[config.mk]
export PLATFORM = sky130hd
export DESIGN_NAME = versatile_interface_adapter
export DESIGN_NICKNAME = d
export VERILOG_FILES = /design/src/design/via_pkg.sv /design/src/design/versatile_interface_adapter.sv
export SDC_FILE = /design/constraint.sdc
export NUM_CORES = 1
export LEC_CHECK = 0
export ABC_AREA = 1
export BUFFER_PORTS_ARGS = -buffer_cell sky130_fd_sc_hd__buf_2
export CAP_MARGIN = 15
export CORE_UTILIZATION = 56
export CTS_CLUSTER_SIZE = 28
export DETAILED_ROUTE_END_ITERATION = 8
export GPL_ROUTABILITY_DRIVEN = 0
export PLACE_DENSITY = 0.74
export SLEW_MARGIN = 20
export SYNTH_ARGS = -nofsm -noshare
export SYNTH_HDL_FRONTEND = slang
export SYNTH_SLANG_ARGS = --single-unit
[constraint.sdc]
create_clock -name clk -period 2.5 [get_ports clk]
set_input_delay 0.5 -clock clk [delete_from_list [all_inputs] [get_ports clk]]
set_output_delay 0.5 -clock clk [all_outputs]
set_load 0.01 [all_outputs]
[src/design/via_pkg.sv]
package via_pkg;
  typedef enum logic [1:0] {
    OP_READ  = 2'd0,
    OP_WRITE = 2'd1,
    OP_TICK  = 2'd2,
    OP_PINS  = 2'd3
  } via_op_t;

  localparam logic [3:0] R_ORB = 4'd0, R_ORA = 4'd1, R_DDRB = 4'd2, R_DDRA = 4'd3,
    R_T1CL = 4'd4, R_T1CH = 4'd5, R_T1LL = 4'd6, R_T1LH = 4'd7, R_T2CL = 4'd8,
    R_T2CH = 4'd9, R_SR = 4'd10, R_ACR = 4'd11, R_PCR = 4'd12, R_IFR = 4'd13,
    R_IER = 4'd14, R_ORA_NH = 4'd15;

  localparam logic [7:0] F_CA2 = 8'h01, F_CA1 = 8'h02, F_SR = 8'h04, F_CB2 = 8'h08,
    F_CB1 = 8'h10, F_T2 = 8'h20, F_T1 = 8'h40, F_ANY = 8'h80;

  localparam logic [2:0] C2_HSK = 3'd4, C2_PULSE = 3'd5, C2_LOW = 3'd6;
endpackage

[src/design/versatile_interface_adapter.sv]
// Versatile interface adapter: two 8-bit ports with direction registers, two
// 16-bit timers, interrupt flag/enable registers, CA1/CA2/CB1/CB2 control
// lines and a stored shift byte. Each request is a register read, a register
// write, one timer tick or a pin update, selected by in_tuser. Every request
// yields exactly one result with read data, the IRQ level and the pin levels.
// One request is taken per clock unless stalled: the whole update is one pass
// of logic from the input register into the state and result registers, and a
// full result register still accepts when the consumer takes it in the same cycle.
module versatile_interface_adapter
  import via_pkg::*;
(
  input  logic        clk,
  input  logic        rst_n,
  input  logic        in_tvalid,
  output logic        in_tready,
  // [3:0] reg_addr, [11:4] write_data, [19:12] port_a_pins, [27:20] port_b_pins,
  // [28] ca1_in, [29] ca2_in, [30] cb1_in, [31] cb2_in
  input  logic [31:0] in_tdata,
  input  logic [1:0]  in_tuser,     // [1:0] opcode
  output logic        out_tvalid,
  input  logic        out_tready,
  // [7:0] read_data, [8] irq_level, [16:9] port_a_out, [24:17] port_b_out,
  // [25] ca2_level_out, [26] cb2_level_out, [31:27] zero
  output logic [31:0] out_tdata
);
  // input register
  logic        iv_r;
  logic [31:0] id_r;
  logic [1:0]  iu_r;
  logic        ov_r;
  logic [26:0] od_r;

  logic work;
  assign work      = iv_r && (!ov_r || out_tready);
  assign in_tready = !iv_r || work;
  assign out_tvalid = ov_r;
  assign out_tdata  = {5'd0, od_r};

  always_ff @(posedge clk) begin
    if (!rst_n) begin
      iv_r <= 1'b0;
      ov_r <= 1'b0;
    end else begin
      if (in_tready) iv_r <= in_tvalid;
      if (work) ov_r <= 1'b1;
      else if (out_tready) ov_r <= 1'b0;
    end
    if (in_tready && in_tvalid) begin
      id_r <= in_tdata;
      iu_r <= in_tuser;
    end
  end

  // architectural state
  logic [15:0] t1c_r, t1l_r, t2c_r, t2l_r, t1p_r;
  logic [7:0]  t2p_r, ifr_r, acr_r, pcr_r, sr_r;
  logic [6:0]  ier_r, idl_r;
  logic        t1tg_r, t2f_r, irq_r, pb6_r;
  logic [7:0]  ora_r, orb_r, ddra_r, ddrb_r, ina_r, inb_r;
  logic [3:0]  lvl_r, edg_r;
  logic [1:0]  c2o_r;

  logic [15:0] t1c, t1l, t2c, t2l, t1p;
  logic [7:0]  t2p, ifr, acr, pcr, sr, ora, orb, ddra, ddrb, ina, inb, rd, pbv;
  logic [6:0]  ier, idl;
  logic        t1tg, t2f, irq, pb6, pb6now, act;
  logic [3:0]  lvl, edg;
  logic [1:0]  c2o;
  logic [2:0]  ma, mb;
  logic [7:0]  msk;
  logic [3:0]  ad;
  logic [7:0]  wd;

  function automatic logic [7:0] pl(input logic [7:0] o, input logic [7:0] d,
                                    input logic [7:0] i);
    return (o & d) | (i & ~d);
  endfunction

  always_comb begin
    t1c = t1c_r; t1l = t1l_r; t2c = t2c_r; t2l = t2l_r; t1p = t1p_r; t2p = t2p_r;
    ifr = ifr_r; ier = ier_r; idl = idl_r; acr = acr_r; pcr = pcr_r; sr = sr_r;
    t1tg = t1tg_r; t2f = t2f_r; irq = irq_r; pb6 = pb6_r;
    ora = ora_r; orb = orb_r; ddra = ddra_r; ddrb = ddrb_r; ina = ina_r; inb = inb_r;
    lvl = lvl_r; edg = edg_r; c2o = c2o_r;
    rd = 8'd0; msk = 8'd0; pb6now = 1'b0;
    ad = id_r[3:0]; wd = id_r[11:4];
    ma = pcr_r[3:1]; mb = pcr_r[7:5];
    pbv = pl(orb_r, ddrb_r, inb_r);
    if (acr_r[7]) pbv[7] = t1tg_r;

    case (via_op_t'(iu_r))
      OP_READ: begin
        case (ad)
          R_ORB: begin
            rd = acr_r[1] ? inb_r : pbv;
            msk = F_CB1 | ((mb < C2_HSK && mb[0]) ? 8'd0 : F_CB2);
          end
          R_ORA, R_ORA_NH: begin
            rd = acr_r[0] ? ina_r : pl(ora_r, ddra_r, ina_r);
            if (ad == R_ORA) begin
              msk = F_CA1 | ((ma < C2_HSK && ma[0]) ? 8'd0 : F_CA2);
              if (ma == C2_HSK || ma == C2_PULSE) c2o[0] = 1'b0;
            end
          end
          R_DDRB: rd = ddrb_r;
          R_DDRA: rd = ddra_r;
          R_T1CL: begin rd = t1c_r[7:0]; msk = F_T1; end
          R_T1CH: rd = t1c_r[15:8];
          R_T1LL: rd = t1l_r[7:0];
          R_T1LH: rd = t1l_r[15:8];
          R_T2CL: begin rd = t2c_r[7:0]; msk = F_T2; end
          R_T2CH: rd = t2c_r[15:8];
          R_SR: begin rd = sr_r; msk = F_SR; end
          R_ACR: rd = acr_r;
          R_PCR: rd = pcr_r;
          R_IFR: rd = ifr_r;
          default: rd = {1'b1, ier_r};
        endcase
      end
      OP_WRITE: begin
        case (ad)
          R_ORB: begin
            orb = wd;
            msk = F_CB1 | ((mb < C2_HSK && mb[0]) ? 8'd0 : F_CB2);
            if (mb == C2_HSK || mb == C2_PULSE) c2o[1] = 1'b0;
          end
          R_ORA: begin
            ora = wd;
            msk = F_CA1 | ((ma < C2_HSK && ma[0]) ? 8'd0 : F_CA2);
            if (ma == C2_HSK || ma == C2_PULSE) c2o[0] = 1'b0;
          end
          R_DDRB: ddrb = wd;
          R_DDRA: ddra = wd;
          R_T1CL, R_T1LL: t1l[7:0] = wd;
          R_T1CH: begin
            t1l[15:8] = wd; t1c = {wd, t1l_r[7:0]};
            if (!acr_r[7]) t1tg = 1'b0;
            msk = F_T1; t1p[7:0] = 8'h04;
          end
          R_T1LH: begin t1l[15:8] = wd; msk = F_T1; end
          R_T2CL: t2l[7:0] = wd;
          R_T2CH: begin
            t2l[15:8] = wd; t2c = {wd, t2l_r[7:0]}; t2f = 1'b0;
            msk = F_T2; t2p = 8'h04;
          end
          R_SR: begin sr = wd; msk = F_SR; end
          R_ACR: begin acr = wd; if (!wd[5]) t2p[0] = 1'b0; end
          R_PCR: begin
            pcr = wd;
            if (wd[3:1] >= C2_LOW) c2o[0] = wd[1];
            if (wd[7:5] >= C2_LOW) c2o[1] = wd[5];
          end
          R_IFR: msk = wd[7] ? 8'h7F : wd;
          R_IER: ier = wd[7] ? (ier_r | wd[6:0]) : (ier_r & ~wd[6:0]);
          default: ora = wd;
        endcase
      end
      OP_TICK: begin
        if (ma == C2_PULSE) c2o[0] = 1'b1;
        if (mb == C2_PULSE) c2o[1] = 1'b1;
        if (edg_r[0]) begin ifr = ifr | F_CA1; if (ma == C2_HSK) c2o[0] = 1'b1; end
        if (edg_r[1] && ma < C2_HSK) ifr = ifr | F_CA2;
        if (edg_r[2]) begin ifr = ifr | F_CB1; if (mb == C2_HSK) c2o[1] = 1'b1; end
        if (edg_r[3] && mb < C2_HSK) ifr = ifr | F_CB2;
        edg = 4'd0;
        pb6now = pbv[6];
        pb6 = pb6now;
        if (t1p_r[0]) t1c = t1c - 16'd1;
        if (t1c == 16'hFFFF) begin
          if (acr_r[6]) begin t1tg = ~t1tg; ifr = ifr | F_T1; end
          else if (!t1tg) begin ifr = ifr | F_T1; t1tg = 1'b1; end
          t1p[9] = 1'b1;
        end
        if (t1p[8]) t1c = t1l_r;
        if (acr_r[5]) begin
          if (pb6_r && !pb6now) t2c = t2c - 16'd1;
        end else if (t2p_r[0]) t2c = t2c - 16'd1;
        if (t2c == 16'hFFFF && !t2f) begin ifr = ifr | F_T2; t2f = 1'b1; end
        if (idl_r[0]) begin ifr = ifr | F_ANY; irq = 1'b1; end
        t1p[2] = 1'b1;
        t2p[2] = 1'b1;
        if ((ifr[6:0] & ier_r) != 7'd0) idl[1] = 1'b1;
        t1p = (t1p >> 1) & 16'h7F7F;
        t2p = (t2p >> 1) & 8'h7F;
        idl = (idl >> 1) & 7'h7F;
      end
      default: begin
        ina = (ina_r & ddra_r) | (id_r[19:12] & ~ddra_r);
        inb = (inb_r & ddrb_r) | (id_r[27:20] & ~ddrb_r);
        lvl = id_r[31:28];
        edg[0] = (lvl_r[0] != lvl[0]) && (lvl[0] == pcr_r[0]);
        if (ma < C2_HSK) edg[1] = (lvl_r[1] != lvl[1]) && (lvl[1] == ma[1]);
        edg[2] = (lvl_r[2] != lvl[2]) && (lvl[2] == pcr_r[4]);
        if (mb < C2_HSK) edg[3] = (lvl_r[3] != lvl[3]) && (lvl[3] == mb[1]);
      end
    endcase

    // flag clearing from access side effects
    if (msk != 8'd0) begin
      ifr = ifr & ~msk;
      if ((ifr[6:0] & ier) == 7'd0) begin ifr[7] = 1'b0; idl = 7'd0; end
    end
    // refresh on every request except pin updates
    if (via_op_t'(iu_r) != OP_PINS) begin
      act = (ifr[6:0] & ier) != 7'd0;
      ifr[7] = act;
      irq = act;
    end else begin
      act = 1'b0;
    end
  end

  logic [7:0] pbo;
  always_comb begin
    pbo = pl(orb, ddrb, inb);
    if (acr[7]) pbo[7] = t1tg;
  end

  always_ff @(posedge clk) begin
    if (!rst_n) begin
      t1c_r <= 16'd0; t1l_r <= 16'hFFFF; t2c_r <= 16'd0; t2l_r <= 16'hFFFF;
      t1p_r <= 16'd0; t2p_r <= 8'd0; t1tg_r <= 1'b0; t2f_r <= 1'b0;
      ifr_r <= 8'd0; ier_r <= 7'd0; acr_r <= 8'd0; pcr_r <= 8'd0; sr_r <= 8'd0;
      ora_r <= 8'd0; orb_r <= 8'd0; ddra_r <= 8'd0; ddrb_r <= 8'd0;
      ina_r <= 8'hFF; inb_r <= 8'hFF; lvl_r <= 4'd0; edg_r <= 4'd0;
      c2o_r <= 2'b11; irq_r <= 1'b0; idl_r <= 7'd0; pb6_r <= 1'b1;
    end else if (work) begin
      t1c_r <= t1c; t1l_r <= t1l; t2c_r <= t2c; t2l_r <= t2l;
      t1p_r <= t1p; t2p_r <= t2p; t1tg_r <= t1tg; t2f_r <= t2f;
      ifr_r <= ifr; ier_r <= ier; acr_r <= acr; pcr_r <= pcr; sr_r <= sr;
      ora_r <= ora; orb_r <= orb; ddra_r <= ddra; ddrb_r <= ddrb;
      ina_r <= ina; inb_r <= inb; lvl_r <= lvl; edg_r <= edg;
      c2o_r <= c2o; irq_r <= irq; idl_r <= idl; pb6_r <= pb6;
    end
    if (work) od_r <= {c2o[1], c2o[0], pbo, pl(ora, ddra, ina), irq, rd};
  end
endmodule

# Word level (Yosys, flattened, before mapping)
# Cells that the tools add are included.
# totals
out_inout_bits,34
mem_bits_rw,0
latch_bits,0
mem_bits_ro,0
register_bits,244
in_bits,38
mem_count,0
word_cells,259
# classes
n_addsub,2
n_eq_ne,37
n_reduce_logical,51
n_shift,0
n_mul,0
n_bitwise,33
order_cmp,4
n_div,0
muxes,95
# op_table
cell,count
two-way mux 8 bit,19
two-way mux 16 bit,9
case mux 8 bit (14 select lines),1
bitwise AND 8 bit,13
two-way mux 7 bit,11
case mux 16 bit (2 select lines),2
OR 8 bit,6
case mux 7 bit (6 select lines),1
NOT 8 bit,5
case mux 7 bit (5 select lines),1
two-way mux 1 bit,34
"== test 16 bit, second input constant",2
"== test 4 bit, second input constant",8
case mux 8 bit (2 select lines),2
"subtractor 16 x 1 -> 16 bit, second input constant",2
AND reduction 3 bit,10
bitwise AND 7 bit,4
"== test 4 x 3 -> 1 bit, second input constant",4
case mux 7 bit (2 select lines),1
nonzero test 7 bit,2
OR reduction 14 bit,1
"== test 3 bit, second input constant",4
logical AND 1 bit,12
case mux 1 bit (2 select lines),6
other kinds (32),62

# Longest topological paths before layout
# depth
depth_word,22
mapped_depth,20
mapped_depth_nobuf,20

# Worst setup path after synthesis
# OpenSTA, ideal clock, no wires.
# synth_path
kind,input-to-reg
startpoint,in out_tready
endpoint,reg od_r[0] (enable)
setup_ns,0.402
slack_ns,-0.105
path_stages,7
n_path_buf,3
arrival_ns,2.203
t_required_ns,2.098
path_cell_list,inv_1 > nand2_1 > nand2_1 > buf_6 > inv_1 > clkbuf_1 > clkbuf_1
# synth_via
elab_chain_cells,2
# synth_rtl
item,line,rtl
from (decl),versatile_interface_adapter.sv:21,"input logic out_tready,"
logical OR 1 bit,versatile_interface_adapter.sv:34,assign work = iv_r && (!ov_r || out_tready);
logical AND 1 bit,versatile_interface_adapter.sv:34,
via work,versatile_interface_adapter.sv:33,logic work;
to (signal assigned),versatile_interface_adapter.sv:235,"if (work) od_r <= {c2o[1], c2o[0], pbo, pl(ora, ddra, ina), irq, rd};"
to (decl),versatile_interface_adapter.sv:31,logic [26:0] od_r;
# The timed path passes the listed nets, and every way through them passes these cells.
# A chain may end at the register's enable or synchronous reset.

# Worst setup path after layout
# layout_path
startpoint,reg id_r[3]
endpoint,reg od_r[5] (data pin)
# layout_via
elab_chain_cells,3
elab_cells_between_ends,17
cone_classes,14 x eq/ne; 1 x mux; 2 x reduce/logical
# layout_rtl
item,line,rtl
from (decl),versatile_interface_adapter.sv:28,logic [31:0] id_r;
from (signal assigned),versatile_interface_adapter.sv:49,id_r <= in_tdata;
== test 4 x 1 -> 1 bit or == test 4 bit (tied branches),versatile_interface_adapter.sv:93,case (ad)
OR reduction 2 bit,n/a,
case mux 8 bit (14 select lines) *,versatile_interface_adapter.sv:93,
# Every way passes the cells marked *; elsewhere a longest branch is shown, timed or not.

==> results by group <==
Logic synthesis
  • Area leader, netlist: dfxtp_1
  • Synthesis-stage register bit count: 232
  • Main flop type after synthesis: dfxtp_1
  • Post-synth EDFFs: 61
  • Distinct cells, synth: 60
  • Ys Warns: 0
  • Post-synthesis sequential area ratio: 42.8%
  • Mapped cell area: 0.0123 mm²
  • Syn avg cell area: 7.46 µm²
  • Synth Instances: 1647
  • Commonest cells in the netlist: nand2_1 (305), o21ai_0 (233), inv_1 (184), dfxtp_1 (171), a21oi_1 (150)
  • Synth area leaders: dfxtp_1 (28%), edfxtp_1 (15%), o21ai_0 (9.5%)
  • Synth top area share: 27.9%
  • Fraction of registers with async set or reset after synthesis: 0%
  • Top-count cell post-synth: nand2_1

Power
  • Static Leak: 6.15 nW
  • Cell area power density: 656 mW/mm²
  • Max IR drop VDD: 0.655 mV

Min path
  • Worst Hold Class: in -> reg
  • Hold_sp: in_tdata[16]

Critical path
  • Kind of critical path: reg -> reg
  • Startpoint Class: flop
  • Crit-path slowest cell: edfxtp_1
  • Reg-to-reg endpoint: od_r[5]
  • Number of cells on the critical path: 8
  • Largest delay contributor family on the critical path: compound AO/OA/AOI/OAI gates
  • Largest fanout on the critical path: 6
  • Worst reg-to-reg path cell count: 8
  • Arr. time, crit path: 2.84 ns
  • CP endpoint kind: flop
  • Most common cell on crit path: inv_1
  • Critical Path Max Stage Delay: 0.49 ns
  • Crit Reg-Reg Startpoint: id_r[3]
  • Critical path required time: 2.84 ns
  • Launch point of the worst path: id_r[3]
  • FF-to-FF setup slack: 0.005 ns
  • Crit path cell chain: nor2_2 > inv_1 > nor2_1 > inv_1 > o21ai_1 > a2111oi_0 > buf_4 > a41oi_1
  • Worst Path Buf+Inv: 3
  • Setup crit end: od_r[5]

CTS
  • CTS Hold Bufs: 0
  • Clk buf depth: 3
  • Skew-Pair Late Insertion Delay: 0.56 ns
  • CTS clk-pin slew, worst paths: 0.07 ns
  • CTS sink count: 232
  • CTS tree: yes
  • Htree depth: 1
  • Root Buffer: clkbuf_16
  • TritonCTS Buffers: 26

GRT
  • Overflow after GRT: 0
  • Antenna violations before repair: 1
  • First-pass GRT wire length: 61.5 mm
  • Tot GR Track Use: 35.4%
  • Vias in the first global route: 11232
  • Largest net degree at the start of global routing: 88

Timing
  • Setup WS post-layout: 0.00549 ns
  • Worst-margin pin slew: 0.739 ns
  • Final period util: 99.8%
  • Setup violators final: 0
  • Relative slew slack: 50.7%
  • Fmax: 401 MHz
  • Post-route minimum period: 2.49 ns
  • Hold Slack: 0.107 ns
  • RSZ-0062 raised after global routing: yes
  • Final Max Slew Viols: 0
  • Final Hold Viols: 0
  • Clock skew: 0.0332 ns

Layout
  • Fin nets: 1806
  • Layout cells sized above 1: 18.0%
  • Synth-to-Final Area Change: 18.1%
  • Fill count: 1724
  • Final Instance Count excl. Fillers: 2058

Drt
  • Post-Route WL: 40.2 mm
  • Iteration-0 DRC Markers: 1869
  • Drt drc: 6
  • Via count of the routed design: 12690
  • Drt wl/cell: 19.5 µm
  • Post-DRT Antenna Nets: 0
  • Detailed Routing Iterations Pass 1: 9
  • Vias/cell: 6.17

Floorplanning
  • Die area: 0.0225 mm²
  • Height of the die: 150 µm
  • Rows: 53
  • Core Area: 0.0213 mm²
  • Num ports: 72
  • Die X: 150 µm
  • Starting Density: 57.7%

Placed design
  • Post-DP HPWL: 27.8 mm
  • Placed cell count: 1988
  • IO buf count: 66
  • Worst slack at placement: 0.0466 ns

Outcome
  • Outcome: complete, but fails checks
  • Failing checks: design-rule violations

Job
  • Max-Cap Viols: 0
layer usage:
layer,part of all wire (%),track usage (%),vias up
met2,43,53.4,824
li1,-,-,5871
met5,0,0,-
met4,5.0,16.1,0
met1,39,48.1,5833
met3,12,8.30,162
through the flow:
step / power [W] / setup TNS [ns] / util (%) / area [µm²]
2_1_floorplan: 0.00498 / 0 / - / 12300
3_3_place_gp: 0.00536 / 0 / 62.0 / 13200
3_5_place_dp: 0.00538 / 0 / 62.0 / 13200
4_1_cts: 0.00945 / 0 / 66.4 / 14100
5_1_grt: 0.00984 / -1.32 / 68.2 / 14500
6_report: 0.00952 / 0 / 68.2 / 14500
report_power, final:
part	leakage, nW	switching (W)	internal [W]
Combinational	3.72	0.000820	0.000414
Sequential	1.97	0.000141	0.00404
Clock	0.461	0.00162	0.00249
Total	6.15	0.00258	0.00695
worst min-delay path by stage:
stage / slack [ns] / cells past startpoint / end
6_report: 0.11 / 1 / id_r[16]
3_3_place_gp: 0.45 / 2 / t1p_r[1]
2_1_floorplan: 0.44 / 2 / ifr_r[2]
3_5_place_dp: 0.46 / 2 / inb_r[3]
4_1_cts: 0.1 / 1 / id_r[15]
5_1_grt: 0.1 / 1 / id_r[15]
state kept, by name, summed over array words and instances (netlist names), 16 cells and up:
signal	flops
od_r	27
t2c_r	16
id_r	32
t1l_r	16
t1c_r	16
worst register-to-register path: cells and delay by family (launching register included):
family / cells / cell delay [ns]
AOI/OAI and AO/OA: 3 / 0.82
buffers and inverters: 3 / 0.46
DFF: 1 / 0.49
and+or+nand+nor: 2 / 0.50
layout by cell type (no fill, tap or decap), types with 5 or more instances in the layout:
cell type,n
a2111oi_0,6
a211oi_1,10
a21oi_1,150
a21oi_2,7
a221oi_1,15
a31oi_1,17
a41oi_1,5
buf_12,5
buf_2,66
buf_4,91
clkbuf_16,26
clkbuf_8,5
clkinv_2,6
conb_1,5
dfxtp_1,167
edfxtp_1,61
inv_1,179
inv_2,17
mux2i_1,16
nand2_1,297
nand2_2,21
nand2_4,6
nand3_1,77
nand3_2,6
nand4_1,10
nor2_1,109
nor2_2,10
nor2_4,12
nor3_1,15
nor4_1,5
o211ai_1,26
o21ai_0,229
o21ai_1,6
o21ai_2,7
o22ai_1,21
final cells by class:
class                      instances  area, µm²  area share (%)
multi-input combinational       1136       6060            41.8
sequential                       232       5260            36.3
timing repair buffer             164       1140            7.83
inverter                         202        771            5.31
clock buffer                      35        734            5.06
tap                              275        344            2.37
clock inverter                    13        198            1.36
antenna                            1       2.50          0.0172
logic make-up after synthesis:
family                   after synthesis  synth area share, %
AO/OA/AOI/OAI                        519                 24.0
XOR/XNOR                               7                0.621
adder cells (fa/ha/maj)                6                0.611
buffers and inverters                283                 9.53
flip-flops                           232                 42.8
multiplexers                          16                 1.30
other                                  1               0.0305
AND/OR/NAND/NOR                      583                 21.2
repair_timing:
item,in CTS,in global routing
setup endpoints to repair,1,38
setup buffers,0,20
gates cloned,0,1
resized for setup,1,62
pin swaps,0,20
Note: power is estimated with default switching activity, not from simulation.
